<file path="config.mk">
export PLATFORM = sky130hd
export DESIGN_NAME = adaptive_qrs_peak_detector_flat
export DESIGN_NICKNAME = d
export VERILOG_FILES = /design/src/aqpd_pkg.sv /design/src/aqpd_if.sv /design/src/adaptive_qrs_peak_detector.sv /design/src/aqpd_ctrl.sv /design/src/aqpd_dp.sv /design/src/flat_wrapper.sv
export SDC_FILE = /design/constraint.sdc
export NUM_CORES = 2
export LEC_CHECK = 0
export BUFFER_PORTS_ARGS = -buffer_cell sky130_fd_sc_hd__buf_2
export CORE_ASPECT_RATIO = 0.5
export CORE_MARGIN = 4
export CORE_UTILIZATION = 40
export DETAILED_ROUTE_END_ITERATION = 12
export MAX_ROUTING_LAYER = met4
export PLACE_DENSITY = 0.65
export SETUP_SLACK_MARGIN = 0.3
export SYNTH_ARGS = -nofsm -noshare
export SYNTH_HDL_FRONTEND = slang
export SYNTH_HIERARCHICAL = 1
export SYNTH_SLANG_ARGS = --single-unit
</file>
<file path="constraint.sdc">
create_clock -name clk -period 9.8 [get_ports clk]
set_input_delay 0.98 -clock clk [delete_from_list [all_inputs] [get_ports clk]]
set_output_delay 0.98 -clock clk [all_outputs]
set_load 0.005 [all_outputs]
</file>
<file path="src/aqpd_pkg.sv">
// Shared constants, register codes and the command and status types of the QRS detector.
// No dependencies; every other file of the block imports this package.
`default_nettype none
package aqpd_pkg;

	localparam int BUF_DEPTH = 8;
	localparam int IDX_W     = $clog2(BUF_DEPTH);
	localparam int CNT_W     = $clog2(BUF_DEPTH + 1);
	localparam int MED_RANK  = (BUF_DEPTH - 1) / 2;

	localparam int SAMPLE_W  = 16;
	localparam int COUNT_W   = 16;
	localparam int MED_W     = COUNT_W;
	localparam int THR_W     = SAMPLE_W + 1;

	localparam int GAIN_W    = 15;
	localparam int GAIN_FRAC = 15;
	localparam int PROD_W    = SAMPLE_W + GAIN_W + 2;
	localparam int BYTE_W    = 8;
	localparam int SEC_W     = 10;
	localparam int DELAY_W   = 12;

	localparam int CFG_IDX_W  = 3;
	localparam int CFG_DATA_W = 15;

	localparam logic [GAIN_W-1:0] GAIN_RST  = 15'd15565;
	localparam logic [BYTE_W-1:0] HOLD_RST  = 8'd40;
	localparam logic [SEC_W-1:0]  SEC_RST   = 10'd200;
	localparam logic [BYTE_W-1:0] PTO_RST   = 8'd19;
	localparam logic [BYTE_W-1:0] WIN_RST   = 8'd16;
	localparam logic [BYTE_W-1:0] FDLY_RST  = 8'd57;
	localparam logic [SEC_W-1:0]  SBMIN_RST = 10'd72;

	localparam logic [CFG_IDX_W-1:0] CFG_GAIN  = 3'd0;
	localparam logic [CFG_IDX_W-1:0] CFG_HOLD  = 3'd1;
	localparam logic [CFG_IDX_W-1:0] CFG_SEC   = 3'd2;
	localparam logic [CFG_IDX_W-1:0] CFG_PTO   = 3'd3;
	localparam logic [CFG_IDX_W-1:0] CFG_WIN   = 3'd4;
	localparam logic [CFG_IDX_W-1:0] CFG_FDLY  = 3'd5;
	localparam logic [CFG_IDX_W-1:0] CFG_SBMIN = 3'd6;

	typedef logic [1:0] med_src_t;
	localparam med_src_t SRC_QRS   = 2'd0;
	localparam med_src_t SRC_NOISE = 2'd1;
	localparam med_src_t SRC_RR    = 2'd2;

	typedef struct packed {
		logic             accept;
		logic             clear;
		logic             peak;
		logic             learn;
		logic             detect;
		logic             sb;
		logic             relearn;
		logic             med_step;
		logic             med_apply;
		logic             thr_mul;
		logic             thr_add;
		logic             out_load;
		med_src_t         med_sel;
		logic [IDX_W-1:0] med_idx;
	} aqpd_cmd_t;

	typedef struct packed {
		logic learning;
		logic learn_done;
		logic det_qrs;
		logic det_noise;
		logic sb_hit;
		logic rel_done;
		logic out_busy;
	} aqpd_stat_t;

endpackage
`default_nettype wire

</file>
<file path="src/aqpd_if.sv">
// Handshake channels of the QRS detector: sample input, result output and register writes.
// Depends on aqpd_pkg for the field widths.
`default_nettype none
interface aqpd_sample_if import aqpd_pkg::*; ();
	logic                valid;
	logic                ready;
	logic [SAMPLE_W-1:0] filtered_sample;
	logic                restart;
	modport source(output valid, filtered_sample, restart, input ready);
	modport sink(input valid, filtered_sample, restart, output ready);
endinterface

interface aqpd_result_if import aqpd_pkg::*; ();
	logic               valid;
	logic               ready;
	logic [DELAY_W-1:0] qrs_delay;
	modport source(output valid, qrs_delay, input ready);
	modport sink(input valid, qrs_delay, output ready);
endinterface

interface aqpd_cfg_if import aqpd_pkg::*; ();
	logic                  valid;
	logic                  ready;
	logic [CFG_IDX_W-1:0]  index;
	logic [CFG_DATA_W-1:0] data;
	modport source(output valid, index, data, input ready);
	modport sink(input valid, index, data, output ready);
endinterface
`default_nettype wire

</file>
<file path="src/adaptive_qrs_peak_detector.sv">
// Top level of the adaptive QRS peak detector: sequencer, datapath and channel hookup.
// Depends on aqpd_pkg, aqpd_if, aqpd_ctrl and aqpd_dp.
//
//   channel    dir  beat carries
//   sample_ch  in   filtered_sample[15:0], restart
//   result_ch  out  qrs_delay[11:0] (0 = no beat)
//   cfg        in   index[2:0], data[14:0]; always ready
//
// A sample passes accept, clear and peak, then learn while learning, or detect,
// search-back and re-learn once learned, and ends in the result load; every threshold
// update adds a median scan, median apply, multiply and add, and every beat an RR median.
// The median scan ranks one buffer entry per cycle.
// Reset and restart need no clearing pass; buffers reset in place.
// A waiting result does not block the next sample, only the result after it.
`default_nettype none
module adaptive_qrs_peak_detector import aqpd_pkg::*; (
	input logic           clk,
	input logic           arst_n,
	aqpd_sample_if.sink   sample_ch,
	aqpd_result_if.source result_ch,
	aqpd_cfg_if.sink      cfg
);

	aqpd_cmd_t  cmd;
	aqpd_stat_t st;

	assign cfg.ready = 1'b1;

	aqpd_ctrl u_ctrl (
		.clk      (clk),
		.arst_n   (arst_n),
		.in_valid (sample_ch.valid),
		.in_ready (sample_ch.ready),
		.st       (st),
		.cmd      (cmd)
	);

	aqpd_dp u_dp (
		.clk        (clk),
		.arst_n     (arst_n),
		.cmd        (cmd),
		.st         (st),
		.in_sample  (sample_ch.filtered_sample),
		.in_restart (sample_ch.restart),
		.cfg_we     (cfg.valid),
		.cfg_idx    (cfg.index),
		.cfg_data   (cfg.data),
		.out_valid  (result_ch.valid),
		.out_ready  (result_ch.ready),
		.out_delay  (result_ch.qrs_delay)
	);

	// One sample at a time: no second beat is taken right after one.
	a_one_at_a_time: assert property (@(posedge clk) disable iff (!arst_n)
		(sample_ch.valid && sample_ch.ready) |=> !sample_ch.ready)
		else $error("sample taken while previous one in work");

	a_load_shows: assert property (@(posedge clk) disable iff (!arst_n)
		cmd.out_load |=> result_ch.valid)
		else $error("loaded result not presented");

	a_cmd_excl: assert property (@(posedge clk) disable iff (!arst_n)
		$onehot0({cmd.accept, cmd.med_step, cmd.thr_mul, cmd.thr_add, cmd.out_load}))
		else $error("conflicting datapath commands");

	a_thr_seq: assert property (@(posedge clk) disable iff (!arst_n)
		cmd.thr_mul |=> cmd.thr_add)
		else $error("threshold add did not follow multiply");

endmodule
`default_nettype wire

</file>
<file path="src/aqpd_ctrl.sv">
// Sequencer of the QRS detector: walks each sample through the decision steps and
// runs the median and threshold subroutines. Depends on aqpd_pkg.
`default_nettype none
module aqpd_ctrl import aqpd_pkg::*; (
	input  logic       clk,
	input  logic       arst_n,
	input  logic       in_valid,
	output logic       in_ready,
	input  aqpd_stat_t st,
	output aqpd_cmd_t  cmd
);

	localparam logic [3:0] ST_IDLE  = 4'd0;
	localparam logic [3:0] ST_CLEAR = 4'd1;
	localparam logic [3:0] ST_PEAK  = 4'd2;
	localparam logic [3:0] ST_LEARN = 4'd3;
	localparam logic [3:0] ST_DET   = 4'd4;
	localparam logic [3:0] ST_SB    = 4'd5;
	localparam logic [3:0] ST_REL   = 4'd6;
	localparam logic [3:0] ST_MED   = 4'd7;
	localparam logic [3:0] ST_MAPP  = 4'd8;
	localparam logic [3:0] ST_THR1  = 4'd9;
	localparam logic [3:0] ST_THR2  = 4'd10;
	localparam logic [3:0] ST_FIN   = 4'd11;

	logic [3:0]       state_q;
	logic [3:0]       ret_q;
	med_src_t         sel_q;
	logic             rr_pend_q;
	logic [IDX_W-1:0] idx_q;

	assign in_ready = (state_q == ST_IDLE);

	always_comb begin
		cmd         = '0;
		cmd.med_sel = sel_q;
		cmd.med_idx = idx_q;
		case (state_q)
			ST_IDLE:  cmd.accept    = in_valid;
			ST_CLEAR: cmd.clear     = 1'b1;
			ST_PEAK:  cmd.peak      = 1'b1;
			ST_LEARN: cmd.learn     = 1'b1;
			ST_DET:   cmd.detect    = 1'b1;
			ST_SB:    cmd.sb        = 1'b1;
			ST_REL:   cmd.relearn   = 1'b1;
			ST_MED:   cmd.med_step  = 1'b1;
			ST_MAPP:  cmd.med_apply = 1'b1;
			ST_THR1:  cmd.thr_mul   = 1'b1;
			ST_THR2:  cmd.thr_add   = 1'b1;
			ST_FIN:   cmd.out_load  = !st.out_busy;
			default:  cmd.accept    = 1'b0;
		endcase
	end

	always_ff @(posedge clk or negedge arst_n) begin
		if (!arst_n) begin
			state_q   <= ST_IDLE;
			ret_q     <= ST_IDLE;
			sel_q     <= SRC_QRS;
			rr_pend_q <= 1'b0;
			idx_q     <= '0;
		end else begin
			case (state_q)
				ST_IDLE: begin
					if (in_valid) state_q <= ST_CLEAR;
				end
				ST_CLEAR: state_q <= ST_PEAK;
				ST_PEAK:  state_q <= st.learning ? ST_LEARN : ST_DET;
				ST_LEARN: begin
					if (st.learn_done) begin
						sel_q     <= SRC_QRS;
						rr_pend_q <= 1'b0;
						ret_q     <= ST_REL;
						idx_q     <= '0;
						state_q   <= ST_MED;
					end else begin
						state_q <= ST_FIN;
					end
				end
				ST_DET: begin
					idx_q <= '0;
					ret_q <= ST_SB;
					if (st.det_qrs) begin
						sel_q     <= SRC_QRS;
						rr_pend_q <= 1'b1;
						state_q   <= ST_MED;
					end else if (st.det_noise) begin
						sel_q     <= SRC_NOISE;
						rr_pend_q <= 1'b0;
						state_q   <= ST_MED;
					end else begin
						state_q <= ST_SB;
					end
				end
				ST_SB: begin
					idx_q <= '0;
					ret_q <= ST_REL;
					if (st.sb_hit) begin
						sel_q     <= SRC_QRS;
						rr_pend_q <= 1'b1;
						state_q   <= ST_MED;
					end else begin
						state_q <= ST_REL;
					end
				end
				ST_REL: begin
					idx_q <= '0;
					ret_q <= ST_FIN;
					if (st.rel_done) begin
						sel_q     <= SRC_QRS;
						rr_pend_q <= 1'b0;
						state_q   <= ST_MED;
					end else begin
						state_q <= ST_FIN;
					end
				end
				ST_MED: begin
					if (idx_q == IDX_W'(BUF_DEPTH - 1)) state_q <= ST_MAPP;
					else idx_q <= idx_q + 1'b1;
				end
				ST_MAPP: state_q <= (sel_q == SRC_RR) ? ret_q : ST_THR1;
				ST_THR1: state_q <= ST_THR2;
				ST_THR2: begin
					// A beat also refreshes the RR median before returning.
					if (rr_pend_q) begin
						rr_pend_q <= 1'b0;
						sel_q     <= SRC_RR;
						idx_q     <= '0;
						state_q   <= ST_MED;
					end else begin
						state_q <= ret_q;
					end
				end
				ST_FIN: begin
					if (!st.out_busy) state_q <= ST_IDLE;
				end
				default: state_q <= ST_IDLE;
			endcase
		end
	end

endmodule
`default_nettype wire

</file>
<file path="src/aqpd_dp.sv">
// Datapath of the QRS detector: registers, peak finder, buffers, median counter,
// threshold multiplier and result register. Depends on aqpd_pkg.
`default_nettype none
module aqpd_dp import aqpd_pkg::*; (
	input  logic                  clk,
	input  logic                  arst_n,
	input  aqpd_cmd_t             cmd,
	output aqpd_stat_t            st,
	input  logic [SAMPLE_W-1:0]   in_sample,
	input  logic                  in_restart,
	input  logic                  cfg_we,
	input  logic [CFG_IDX_W-1:0]  cfg_idx,
	input  logic [CFG_DATA_W-1:0] cfg_data,
	output logic                  out_valid,
	input  logic                  out_ready,
	output logic [DELAY_W-1:0]    out_delay
);

	// Registers written over the configuration channel.
	logic [GAIN_W-1:0] gain_q;
	logic [BYTE_W-1:0] hold_q, pto_q, ww_q, fdly_q;
	logic [SEC_W-1:0]  ss_q, sbmin_q;

	logic [SAMPLE_W-1:0] qrs_q   [BUF_DEPTH];
	logic [SAMPLE_W-1:0] noise_q [BUF_DEPTH];
	logic [COUNT_W-1:0]  rr_q    [BUF_DEPTH];
	logic [SAMPLE_W-1:0] rl_q    [BUF_DEPTH];

	logic [CNT_W-1:0]    lc_q, rc_q;
	logic [SAMPLE_W-1:0] qm_q, nm_q;
	logic [THR_W-1:0]    thr_q;
	logic [COUNT_W-1:0]  sb_q, sbl_q, sbpos_q;
	logic [SAMPLE_W-1:0] sbpk_q, imax_q, hp_q, rm_q, prev_q, x_q, np_q;
	logic [SEC_W-1:0]    timer_q;
	logic [BYTE_W-1:0]   hl_q, sm_q;
	logic                rs_q;
	logic [DELAY_W-1:0]  delay_q;
	logic [MED_W-1:0]    med_q;
	logic signed [PROD_W-1:0] prod_q;
	logic                oval_q;
	logic [DELAY_W-1:0]  odata_q;

	function automatic logic [DELAY_W-1:0] sat_delay(input logic [COUNT_W:0] v);
		logic [DELAY_W-1:0] r;
		r = (v > (COUNT_W+1)'({DELAY_W{1'b1}})) ? {DELAY_W{1'b1}} : v[DELAY_W-1:0];
		return r;
	endfunction

	// Peak finder and hold window.
	logic [BYTE_W-1:0]   sm_inc, sm_n, hl_n;
	logic [SAMPLE_W-1:0] pk, rm_n, hp_n, np_n;

	always_comb begin
		sm_inc = (sm_q != '0 && sm_q != {BYTE_W{1'b1}}) ? sm_q + 1'b1 : sm_q;
		pk     = '0;
		rm_n   = rm_q;
		sm_n   = sm_inc;
		if (x_q > prev_q && x_q > rm_q) begin
			rm_n = x_q;
			if (x_q > SAMPLE_W'(2)) sm_n = BYTE_W'(1);
		end else if ({x_q, 1'b0} < {1'b0, rm_q}) begin
			pk   = rm_q;
			rm_n = '0;
			sm_n = '0;
		end else if (sm_inc > pto_q) begin
			pk   = rm_q;
			rm_n = '0;
			sm_n = '0;
		end
		hp_n = hp_q;
		hl_n = hl_q;
		np_n = '0;
		if (pk != '0 && hl_q == '0) begin
			hp_n = pk;
			hl_n = hold_q;
		end else if (hl_q != '0 && (pk == '0 || pk <= hp_q)) begin
			hl_n = hl_q - 1'b1;
			if (hl_q == BYTE_W'(1)) np_n = hp_q;
		end else if (pk != '0) begin
			hp_n = pk;
			hl_n = hold_q;
		end
	end

	// Shared counters and intervals.
	logic [COUNT_W-1:0] sb_inc, ww_c, gap, back;
	logic [SEC_W-1:0]   timer_nx;
	logic               timer_hit;
	logic [SEC_W+1:0]   ss3;
	logic [SAMPLE_W-1:0] imax_nx;

	always_comb begin
		sb_inc    = (sb_q == {COUNT_W{1'b1}}) ? sb_q : sb_q + 1'b1;
		ww_c      = COUNT_W'(ww_q);
		gap       = (sb_inc >= ww_c) ? sb_inc - ww_c : '0;
		back      = (sb_q >= sbpos_q) ? sb_q - sbpos_q : '0;
		timer_nx  = timer_q + 1'b1;
		timer_hit = (timer_nx == ss_q);
		ss3       = {2'b00, ss_q} + {1'b0, ss_q, 1'b0};
		imax_nx   = (np_q > imax_q) ? np_q : imax_q;
	end

	// Median: one candidate per cycle, ranked against all entries at once.
	logic [MED_W-1:0] src [BUF_DEPTH];
	logic [MED_W-1:0] cand;
	logic [CNT_W-1:0] lt_cnt, le_cnt;
	logic             med_hit;

	always_comb begin
		for (int i = 0; i < BUF_DEPTH; i++) begin
			case (cmd.med_sel)
				SRC_QRS:   src[i] = MED_W'(qrs_q[i]);
				SRC_NOISE: src[i] = MED_W'(noise_q[i]);
				SRC_RR:    src[i] = MED_W'(rr_q[i]);
				default:   src[i] = MED_W'(qrs_q[i]);
			endcase
		end
		cand   = src[cmd.med_idx];
		lt_cnt = '0;
		le_cnt = '0;
		for (int j = 0; j < BUF_DEPTH; j++) begin
			lt_cnt = lt_cnt + CNT_W'(src[j] < cand);
			le_cnt = le_cnt + CNT_W'(src[j] <= cand);
		end
		med_hit = (lt_cnt <= CNT_W'(MED_RANK)) && (le_cnt > CNT_W'(MED_RANK));
	end

	logic [MED_W+1:0] lim_sum;
	logic [COUNT_W-1:0] lim;
	logic signed [SAMPLE_W:0]   diff;
	logic signed [PROD_W-1:0]   off;
	logic [THR_W:0]             thr_sum;

	always_comb begin
		lim_sum = {2'b00, med_q} + {3'b000, med_q[MED_W-1:1]} + (MED_W+2)'(ww_q);
		lim     = (lim_sum > (MED_W+2)'({COUNT_W{1'b1}})) ? {COUNT_W{1'b1}}
			: lim_sum[COUNT_W-1:0];
		diff    = $signed({1'b0, qm_q}) - $signed({1'b0, nm_q});
		off     = prod_q >>> GAIN_FRAC;
		thr_sum = {2'b00, nm_q} + off[THR_W:0];
	end

	always_comb begin
		st.learning   = (lc_q < CNT_W'(BUF_DEPTH));
		st.learn_done = timer_hit && (lc_q == CNT_W'(BUF_DEPTH - 1));
		st.det_qrs    = (np_q != '0) && ({1'b0, np_q} > thr_q);
		st.det_noise  = (np_q != '0) && !({1'b0, np_q} > thr_q);
		st.sb_hit     = (sb_q > sbl_q) && ({sbpk_q, 1'b0} > thr_q);
		st.rel_done   = timer_hit && (rc_q == CNT_W'(BUF_DEPTH - 1));
		st.out_busy   = oval_q && !out_ready;
	end

	always_ff @(posedge clk or negedge arst_n) begin
		if (!arst_n) begin
			gain_q  <= GAIN_RST;
			hold_q  <= HOLD_RST;
			ss_q    <= SEC_RST;
			pto_q   <= PTO_RST;
			ww_q    <= WIN_RST;
			fdly_q  <= FDLY_RST;
			sbmin_q <= SBMIN_RST;
		end else if (cfg_we) begin
			case (cfg_idx)
				CFG_GAIN:  gain_q  <= cfg_data[GAIN_W-1:0];
				CFG_HOLD:  hold_q  <= cfg_data[BYTE_W-1:0];
				CFG_SEC:   ss_q    <= cfg_data[SEC_W-1:0];
				CFG_PTO:   pto_q   <= cfg_data[BYTE_W-1:0];
				CFG_WIN:   ww_q    <= cfg_data[BYTE_W-1:0];
				CFG_FDLY:  fdly_q  <= cfg_data[BYTE_W-1:0];
				CFG_SBMIN: sbmin_q <= cfg_data[SEC_W-1:0];
				default:   gain_q  <= gain_q;
			endcase
		end
	end

	// The re-learn buffer is always written before it is read.
	always_ff @(posedge clk) begin
		if (cmd.relearn && timer_hit) rl_q[rc_q[IDX_W-1:0]] <= imax_q;
	end

	always_ff @(posedge clk) begin
		if (cmd.accept) x_q <= in_sample;
		if (cmd.med_step && med_hit) med_q <= cand;
		if (cmd.thr_mul) prod_q <= diff * $signed({1'b0, gain_q});
	end

	always_ff @(posedge clk or negedge arst_n) begin
		if (!arst_n) begin
			for (int i = 0; i < BUF_DEPTH; i++) begin
				qrs_q[i]   <= '0;
				noise_q[i] <= '0;
				rr_q[i]    <= COUNT_W'(SEC_RST);
			end
			lc_q    <= '0;
			rc_q    <= '0;
			qm_q    <= '0;
			nm_q    <= '0;
			thr_q   <= '0;
			sb_q    <= '0;
			sbl_q   <= COUNT_W'((int'(SEC_RST) * 3) / 2);
			sbpk_q  <= '0;
			sbpos_q <= '0;
			timer_q <= '0;
			imax_q  <= '0;
			hp_q    <= '0;
			hl_q    <= '0;
			rm_q    <= '0;
			sm_q    <= '0;
			prev_q  <= '0;
			np_q    <= '0;
			rs_q    <= 1'b0;
			delay_q <= '0;
			oval_q  <= 1'b0;
			odata_q <= '0;
		end else begin
			if (cmd.accept) begin
				rs_q    <= in_restart;
				delay_q <= '0;
			end
			if (cmd.clear && rs_q) begin
				for (int i = 0; i < BUF_DEPTH; i++) begin
					qrs_q[i]   <= '0;
					noise_q[i] <= '0;
					rr_q[i]    <= COUNT_W'(ss_q);
				end
				lc_q    <= '0;
				rc_q    <= '0;
				qm_q    <= '0;
				nm_q    <= '0;
				thr_q   <= '0;
				sb_q    <= '0;
				sbl_q   <= COUNT_W'(ss3 >> 1);
				sbpk_q  <= '0;
				sbpos_q <= '0;
				timer_q <= '0;
				imax_q  <= '0;
				hp_q    <= '0;
				hl_q    <= '0;
				rm_q    <= '0;
				sm_q    <= '0;
				prev_q  <= '0;
			end
			if (cmd.peak) begin
				rm_q   <= rm_n;
				sm_q   <= sm_n;
				prev_q <= x_q;
				hp_q   <= hp_n;
				hl_q   <= hl_n;
				np_q   <= np_n;
			end
			if (cmd.learn) begin
				sb_q <= (np_q != '0) ? ww_c : sb_inc;
				if (timer_hit) begin
					timer_q                  <= '0;
					qrs_q[lc_q[IDX_W-1:0]]   <= imax_q;
					lc_q                     <= lc_q + 1'b1;
					imax_q                   <= np_q;
					if (lc_q == CNT_W'(BUF_DEPTH - 1)) begin
						nm_q  <= '0;
						sbl_q <= COUNT_W'(ss3);
					end
				end else begin
					timer_q <= timer_nx;
					imax_q  <= imax_nx;
				end
			end
			if (cmd.detect) begin
				if (st.det_qrs) begin
					for (int i = BUF_DEPTH - 1; i > 0; i--) begin
						qrs_q[i] <= qrs_q[i-1];
						rr_q[i]  <= rr_q[i-1];
					end
					qrs_q[0] <= np_q;
					rr_q[0]  <= gap;
					sb_q     <= ww_c;
					sbpk_q   <= '0;
					imax_q   <= '0;
					delay_q  <= sat_delay((COUNT_W+1)'(ww_q) + (COUNT_W+1)'(fdly_q));
					timer_q  <= '0;
					rc_q     <= '0;
				end else begin
					sb_q <= sb_inc;
					if (st.det_noise) begin
						for (int i = BUF_DEPTH - 1; i > 0; i--) noise_q[i] <= noise_q[i-1];
						noise_q[0] <= np_q;
						if (np_q > sbpk_q && gap >= COUNT_W'(sbmin_q)) begin
							sbpk_q  <= np_q;
							sbpos_q <= gap;
						end
					end
				end
			end
			if (cmd.sb && st.sb_hit) begin
				// Search-back: the best candidate since the last beat counts as a beat.
				for (int i = BUF_DEPTH - 1; i > 0; i--) begin
					qrs_q[i] <= qrs_q[i-1];
					rr_q[i]  <= rr_q[i-1];
				end
				qrs_q[0] <= sbpk_q;
				rr_q[0]  <= sbpos_q;
				sb_q     <= back;
				delay_q  <= sat_delay({1'b0, back} + (COUNT_W+1)'(fdly_q));
				sbpk_q   <= '0;
				timer_q  <= '0;
				imax_q   <= '0;
				rc_q     <= '0;
			end
			if (cmd.relearn) begin
				if (timer_hit) begin
					timer_q <= '0;
					imax_q  <= np_q;
					if (rc_q == CNT_W'(BUF_DEPTH - 1)) begin
						for (int i = 0; i < BUF_DEPTH; i++) begin
							qrs_q[i]   <= (IDX_W'(i) == rc_q[IDX_W-1:0]) ? imax_q : rl_q[i];
							noise_q[i] <= '0;
						end
						nm_q   <= '0;
						sbl_q  <= COUNT_W'(ss3);
						rc_q   <= '0;
						sbpk_q <= '0;
					end else begin
						rc_q <= rc_q + 1'b1;
					end
				end else begin
					timer_q <= timer_nx;
					imax_q  <= imax_nx;
				end
			end
			if (cmd.med_apply) begin
				case (cmd.med_sel)
					SRC_QRS:   qm_q  <= med_q[SAMPLE_W-1:0];
					SRC_NOISE: nm_q  <= med_q[SAMPLE_W-1:0];
					SRC_RR:    sbl_q <= lim;
					default:   qm_q  <= qm_q;
				endcase
			end
			if (cmd.thr_add) thr_q <= thr_sum[THR_W-1:0];
			if (cmd.out_load) begin
				oval_q  <= 1'b1;
				odata_q <= delay_q;
			end else if (out_ready) begin
				oval_q <= 1'b0;
			end
		end
	end

	assign out_valid = oval_q;
	assign out_delay = odata_q;

endmodule
`default_nettype wire

</file>
<file path="src/flat_wrapper.sv">
// flat-port wrapper written by rule: the top's interface ports become plain ports
module adaptive_qrs_peak_detector_flat import aqpd_pkg::*;
  (clk, arst_n, sample_ch_valid, sample_ch_filtered_sample, sample_ch_restart, sample_ch_ready, result_ch_valid, result_ch_qrs_delay, result_ch_ready, cfg_valid, cfg_index, cfg_data, cfg_ready);
  aqpd_sample_if sample_ch_i ();
  aqpd_result_if result_ch_i ();
  aqpd_cfg_if cfg_i ();
  input logic clk;
  input logic arst_n;
  input wire logic [$bits(sample_ch_i.valid)-1:0] sample_ch_valid;
  input wire logic [$bits(sample_ch_i.filtered_sample)-1:0] sample_ch_filtered_sample;
  input wire logic [$bits(sample_ch_i.restart)-1:0] sample_ch_restart;
  output wire logic [$bits(sample_ch_i.ready)-1:0] sample_ch_ready;
  output wire logic [$bits(result_ch_i.valid)-1:0] result_ch_valid;
  output wire logic [$bits(result_ch_i.qrs_delay)-1:0] result_ch_qrs_delay;
  input wire logic [$bits(result_ch_i.ready)-1:0] result_ch_ready;
  input wire logic [$bits(cfg_i.valid)-1:0] cfg_valid;
  input wire logic [$bits(cfg_i.index)-1:0] cfg_index;
  input wire logic [$bits(cfg_i.data)-1:0] cfg_data;
  output wire logic [$bits(cfg_i.ready)-1:0] cfg_ready;
  assign sample_ch_i.valid = sample_ch_valid;
  assign sample_ch_i.filtered_sample = sample_ch_filtered_sample;
  assign sample_ch_i.restart = sample_ch_restart;
  assign sample_ch_ready = sample_ch_i.ready;
  assign result_ch_valid = result_ch_i.valid;
  assign result_ch_qrs_delay = result_ch_i.qrs_delay;
  assign result_ch_i.ready = result_ch_ready;
  assign cfg_i.valid = cfg_valid;
  assign cfg_i.index = cfg_index;
  assign cfg_i.data = cfg_data;
  assign cfg_ready = cfg_i.ready;
  adaptive_qrs_peak_detector u_core (.clk(clk), .arst_n(arst_n), .sample_ch(sample_ch_i), .result_ch(result_ch_i), .cfg(cfg_i));
endmodule
</file>
# Word-level counts from Yosys, hierarchy flattened
# Memory sizes are Yosys's and may differ from the RTL's.
# Cells that the tools add are included.
[classes] magnitude_cmp=39 n_eq_ne=47 n_mul=1 bitwise_logic=2 n_reduce_logical=55 muxes=193 addsub=30
[op_table] cell="$mux W128" n=20
[op_table] cell="$mux W16" n=78
[op_table] cell="$pmux W16 S2" n=9
[op_table] cell="$le A16 B16 Y1" n=9
[op_table] cell="$bwmux W128" n=1
[op_table] cell="$lt A16 B16 Y1" n=8
[op_table] cell="$mux W8" n=11
[op_table] cell="$gt A16 B16 Y1" n=5
[op_table] cell="$mux W12" n=6
[op_table] cell="$mux W4" n=18
[op_table] cell="$mux W10" n=7
[op_table] cell="$bmux W16 S3" n=1
[op_table] cell="$demux W16 S3" n=1
[op_table] cell="$pmux W4 S12" n=1
[op_table] cell="$mux W17" n=2
[op_table] cell="$add A4 B1 Y4" n=8
[op_table] cell="$mul A17 B16 Y32" n=1
[op_table] cell="$reduce_bool A16 Y1" n=2
[op_table] cell="$eq A4 B3 Y1 const B" n=6
[op_table] cell="$mux W1" n=22
[op_table] cell="$reduce_and A2 Y1" n=10
[op_table] cell="$add A17 B8 Y18" n=1
[op_table] cell="$gt A18 B16 Y1 const B" n=1
[op_table] cell="$add A16 B15 Y17" n=1
[op_table] cell="76 further kinds" n=138
[totals] ff_bits=782 ram_bits=128 output_inout_bits=15 n_memories=1
[mem_list] memory="u_core.u_dp.rl_q" words=8 width=16 rd=8 rd_ports_with_merged_regs=0 write_ports=1 line="aqpd_dp.sv:27" rtl="logic [SAMPLE_W-1:0] rl_q [BUF_DEPTH];"

# Depth between registers and ports, before layout
[depth] word_depth=16 depth_mapped=37

# Modules after synthesis
# Netlist, hierarchy kept.
[by_module_without_submodules] mod="aqpd_dp" n_inst=1 area_each_um2=64202.8 seq_area_each_um2=22997.1 cells_per_inst=7100
[by_module_without_submodules] mod="aqpd_ctrl" n_inst=1 area_each_um2=1187.4 seq_area_each_um2=350.3 cells_per_inst=143
[by_module_without_submodules] mod="adaptive_qrs_peak_detector" n_inst=1 area_each_um2=11.3 seq_area_each_um2=0.0 cells_per_inst=2

# Worst setup path after synthesis
# Ideal clock, no wire load.
[synth_timing] path_kind="flip-flop to flip-flop" startpoint="register u_core.u_dp.nm_q[1]" endpoint="register u_core.u_dp.prod_q[30] (data pin)" setup_slack_ns=1.773 setup_time_ns=0.258 synth_period_minus_slack_ns=8.027 arrival_time_ns=7.769 path_stages_with_launch=34 n_path_buf=1 cell_sequence="dfrtp_1 -> inv_1 -> ha_1 -> nor2b_1 -> o21ai_0 -> a21boi_0 -> o211ai_1 -> nand2_1 -> a41oi_1 -> a211oi_1 -> or2_2 -> nor3_1 -> clkbuf_1 -> nand2_1 -> fa_1 -> fa_1 -> inv_1 -> fa_1 -> fa_1 -> fa_1 -> inv_1 -> fa_1 -> inv_1 -> ha_1 -> a211oi_1 -> o21ai_0 -> nand3_1 -> o211ai_1 -> a21o_1 -> o41a_1 -> and2_1 -> o21a_1 -> nor2_1 -> xnor2_1"
[synth_via] elab_chain_cells=2
[synth_rtl] element="start, declared" line="aqpd_dp.sv:30" rtl="logic [SAMPLE_W-1:0] qm_q, nm_q;"
[synth_rtl] element="start signal, assigned" line="aqpd_dp.sv:332" rtl="SRC_NOISE: nm_q <= med_q[SAMPLE_W-1:0];"
[synth_rtl] element="$sub A16 B16 Y17" line="aqpd_dp.sv:138" rtl="diff = $signed({1'b0, qm_q}) - $signed({1'b0, nm_q});"
[synth_rtl] element="$mul A17 B16 Y32" line="aqpd_dp.sv:184" rtl="if (cmd.thr_mul) prod_q <= diff * $signed({1'b0, gain_q});"
[synth_rtl] element="end signal, assigned" line="aqpd_dp.sv:184"
[synth_rtl] element="end, declared" line="aqpd_dp.sv:39" rtl="logic signed [PROD_W-1:0] prod_q;"
# Every way passes these cells.
# A chain may end at the register's enable or synchronous reset.

# Worst setup path in the final report
[layout_timing] startpoint="register u_core.u_dp.nm_q[0]" endpoint="register u_core.u_dp.prod_q[30] (data pin)"
# The elaborated chain is that of the path after synthesis.

==> reports/metrics.sh <==
FLOORPLAN.INITIALDENSITY_PCT=40.5
MAX-CAP-VIOLATIONS=0
CTS-BUFFERS-INSERTED=92
WORST_SETUP_PATH_START_KIND='flop'
SYNTH_EDF_COUNT=177
SKEW_NS=0.0418
CP.REQUIRED_NS=10.25
LAYOUT-AREA-OVERHEAD-VS-SYNTH_PCT=8.66
R2R_END='u_core/u_dp/prod_q[30]'
DRT-WIRELENGTH-PER-CELL_UM=22.0
DETAILED_PLACE_HPWL_UM=146000
TOTAL_NUMBER_OF_YOSYS_WARNINGS=6
CLOCK_TREE.ROOT_CELL='sky130_fd_sc_hd__clkbuf_16'
WORST-R2R-CELL-COUNT=33
COUNT_OF_FINAL_HOLD_CHECK_VIOLATIONS=0
CRIT_ARRIVAL_NS=9.25
DETAILEDROUTE.FIRSTPASSITERATIONCOUNT=6
CTS_NUM_SINKS=895
MIN_PERIOD_OVER_PERIOD_PCT=89.9
FRACTION_OF_FINAL_LAYOUT_CELLS_SIZED_BEYOND_DRIVE_STRENGTH_1_PCT=10.1
GP_CONGESTION=0.935
GRT_PASS1_VIAS=51616
RUN_STATUS='finished clean'
ROUTED_WL_UM=205000
DESIGN.DIE.AREA_UM2=170000
CRIT_PATH_MAX_INCR_DELAY_NS=0.64
SETUP_SLACK_NS=0.993
MAIN_FLOP_TYPE_AFTER_SYNTHESIS='sky130_fd_sc_hd__dfrtp_1'
SYNTH.YOSYS.SEQ_AREA_SHARE_PCT=35.7
CRITPATHMAXFANOUT=10
CRIT_PATH_END_KIND='flop'
TIMING.FINAL.MAX_SLEW_VIOLATIONS=0
SYNTH.DISTINCT_CELLS=108
SYN_INST=7245
SYNTHESIS.NETS=8053
GRT_PASS1_WL_UM=318000
SETUP_SLACK_AFTER_PLACEMENT_NS=1.09
CLOCK.FMAX_MHz=114
TIGHTESTPINTRANSITION_NS=1.21
HTREEDEPTH=3
CELL_MODE_ON_CRITICAL_PATH='sky130_fd_sc_hd__fa_1'
GRT_REMAINING_OVERFLOW=0
FINAL-SETUP-VIOL-COUNT=0
NUMPORTBUFFERS=53
CTS_HOLD_REPAIR.BUFFERS=0
SYN_AVG_CELL_AREA_UM2=9.03
DETAIL_ROUTE.DRC_VIOLATIONS=0
RRSETUPSLACK_NS=0.99
GRT_USAGE_PCT=24.3
TIMING.SETUP.CRITICAL_PATH_CLASS='reg2reg'
DETAILROUTE.VIA_COUNT=54200
HOLD_PATH.CLASS='in2async'
CTS.PATH.MAX_BUFFERS=3
RSZ_0062_RAISED_AFTER_GLOBAL_ROUTING='false'
FIN_CRIT_NS=8.81
YS_FF_LATCH=895
FIN_NETS=7899
BOUNDARYPINS=55
CORE_REGION_AREA_UM2=162000
GRT_START_MAX_NET_PINS=147
VIAS_PER_CELL=5.80
CTS_TREE='done'
CRITICAL_PATH.SLOWEST_CELL='sky130_fd_sc_hd__xnor2_1'
SYNTH_AREA_UM2=65400
CLK_PIN_SLEW_NS=0.07
CTS_SETUP_BUFFERS=0
NUMBER_OF_NETS_STILL_FAILING_ANTENNA_CHECKS_AFTER_ROUTING=0
FP.DIEW_UM=580
PLACEMENTROWS=104
TIMING.CRITICAL_PATH.FROM='u_core/u_dp/nm_q[0]'
TNS_NS=0
DRT-INITIAL-DRC-COUNT=5726
TIMING.SLEW.HEADROOM_PCT=19.1
HOLD_SLACK_NS=0.336
WORST_SKEW_PAIR.LATE_LATENCY_NS=0.73
GRT_ANTENNA_BEFORE_REPAIR=2
CTS_RESIZED=0
DIE_Y_UM=294
R2R_START='u_core/u_dp/nm_q[0]'
SYNTH_ASYNC_SR_FLOP_SHARE_PCT=80.2
-- through the flow --
step,std cells,util [%],instance area [um2]
after detailed placement,9170,42.0,67900
after CTS,9343,44.0,71100
after floorplan,7245,-,65400
after global routing,9343,44.0,71100
final,9345,44.0,71100
after global placement,9170,42.0,67900
-- placed cells by master, fill, tap and decap left out, types with 69 or more instances in the layout --
cell type,n
sky130_fd_sc_hd__and3_1,136
sky130_fd_sc_hd__clkbuf_16,100
sky130_fd_sc_hd__a21o_1,71
sky130_fd_sc_hd__a22oi_1,134
sky130_fd_sc_hd__mux2i_1,70
sky130_fd_sc_hd__inv_1,533
sky130_fd_sc_hd__a21oi_1,750
sky130_fd_sc_hd__nand2_1,887
sky130_fd_sc_hd__a22o_1,77
sky130_fd_sc_hd__mux2_2,176
sky130_fd_sc_hd__edfxtp_1,177
sky130_fd_sc_hd__nor2b_1,73
sky130_fd_sc_hd__nand3_1,277
sky130_fd_sc_hd__fa_1,269
sky130_fd_sc_hd__buf_4,141
sky130_fd_sc_hd__ha_1,496
sky130_fd_sc_hd__dfrtp_1,665
sky130_fd_sc_hd__xnor2_1,82
sky130_fd_sc_hd__and2_1,132
sky130_fd_sc_hd__nor2_1,441
sky130_fd_sc_hd__nor3_1,69
sky130_fd_sc_hd__o21ai_0,424
sky130_fd_sc_hd__o21a_1,69
-- critical path, delay by kind of cell (launching register included) --
kind,cells,cell delay [ns]
flip-flops,1,0.43
AND/OR/NAND/NOR,5,0.65
buffers and inverters,4,0.46
XOR/XNOR,2,0.71
adder cells (fa/ha/maj),9,3.99
AO/OA/AOI/OAI,13,2.27
-- layer usage --
layer  vias up  GRT usage, %  wire length, um
met2      2041          36.3            90400
met3       290          2.70            14400
met4         0          7.09             6300
li1      24999             -                -
met1     26870          34.9            94000
met5         -             -                0
-- Yosys cell counts, types with 71 or more instances --
cell type,instances,area [um2]
sky130_fd_sc_hd__clkbuf_1,332,1250
sky130_fd_sc_hd__mux2_2,176,1980
sky130_fd_sc_hd__xnor2_1,84,736
sky130_fd_sc_hd__and3_1,136,851
sky130_fd_sc_hd__nand2_1,892,3350
sky130_fd_sc_hd__fa_1,269,5390
sky130_fd_sc_hd__inv_1,533,2000
sky130_fd_sc_hd__a21oi_1,752,3760
sky130_fd_sc_hd__a22o_1,77,674
sky130_fd_sc_hd__a21o_1,71,533
sky130_fd_sc_hd__ha_1,499,6240
sky130_fd_sc_hd__nor2b_1,73,457
sky130_fd_sc_hd__nand3_1,278,1390
sky130_fd_sc_hd__edfxtp_1,177,5320
sky130_fd_sc_hd__o21ai_0,424,2120
sky130_fd_sc_hd__and2_1,133,832
sky130_fd_sc_hd__dfrtp_1,666,16700
sky130_fd_sc_hd__a22oi_1,134,1010
sky130_fd_sc_hd__nor3_1,78,390
sky130_fd_sc_hd__nor2_1,446,1670
-- sequential cells by signal (all words and copies together) (netlist names), 15 cells and up --
name / flops
u_core/u_dp/sbpk_q: 16
u_core/u_dp/prev_q: 16
u_core/u_dp/qrs_q: 128
u_core/u_dp/nm_q: 16
u_core/u_dp/rm_q: 16
u_core/u_dp/hp_q: 16
u_core/u_dp/imax_q: 16
u_core/u_dp/rl_q: 128
u_core/u_dp/x_q: 16
u_core/u_dp/prod_q: 17
u_core/u_dp/sb_q: 16
u_core/u_dp/sbpos_q: 16
u_core/u_dp/thr_q: 17
u_core/u_dp/noise_q: 128
u_core/u_dp/gain_q: 15
u_core/u_dp/med_q: 16
u_core/u_dp/qm_q: 16
u_core/u_dp/sbl_q: 16
u_core/u_dp/np_q: 16
u_core/u_dp/rr_q: 128
-- logic make-up (layout without fill, tap and decap cells) --
kind of cell	after synthesis	after routing	synth area share [%]
AOI/OAI and AO/OA	1900	1900	17.6
xor gates and xnor gates	125	125	1.67
adders and majority gates	769	769	17.8
buffers and inverters	988	913	6.03
DFF	895	895	35.7
muxes	260	260	4.44
other	1	3	0.00573
and+or+nand+nor	2307	2307	16.7
-- layout make-up --
class	instances	area, um2
Fill cell	15790	90500
Multi-Input combinational cell	5362	38400
Sequential cell	895	23300
Clock buffer	141	2780
Tap cell	2173	2720
Inverter	539	2020
Timing Repair Buffer	201	1470
Clock inverter	32	353
Antenna cell	2	5.00
-- worst max-delay path by stage --
stage	to	slack, ns	depth (start not counted)
final	u_core/u_dp/prod_q[30]	0.99	33
after global routing	u_core/u_dp/prod_q[30]	0.41	33
after CTS	u_core/u_dp/prod_q[30]	1.05	33
after detailed placement	u_core/u_dp/prod_q[30]	1.09	33
after global placement	u_core/u_dp/prod_q[30]	1.06	33
after floorplan	u_core/u_dp/prod_q[30]	1.77	33
Power is not shown: default switching activity piles up to over one toggle a cycle in this logic, so the estimate is an artifact.
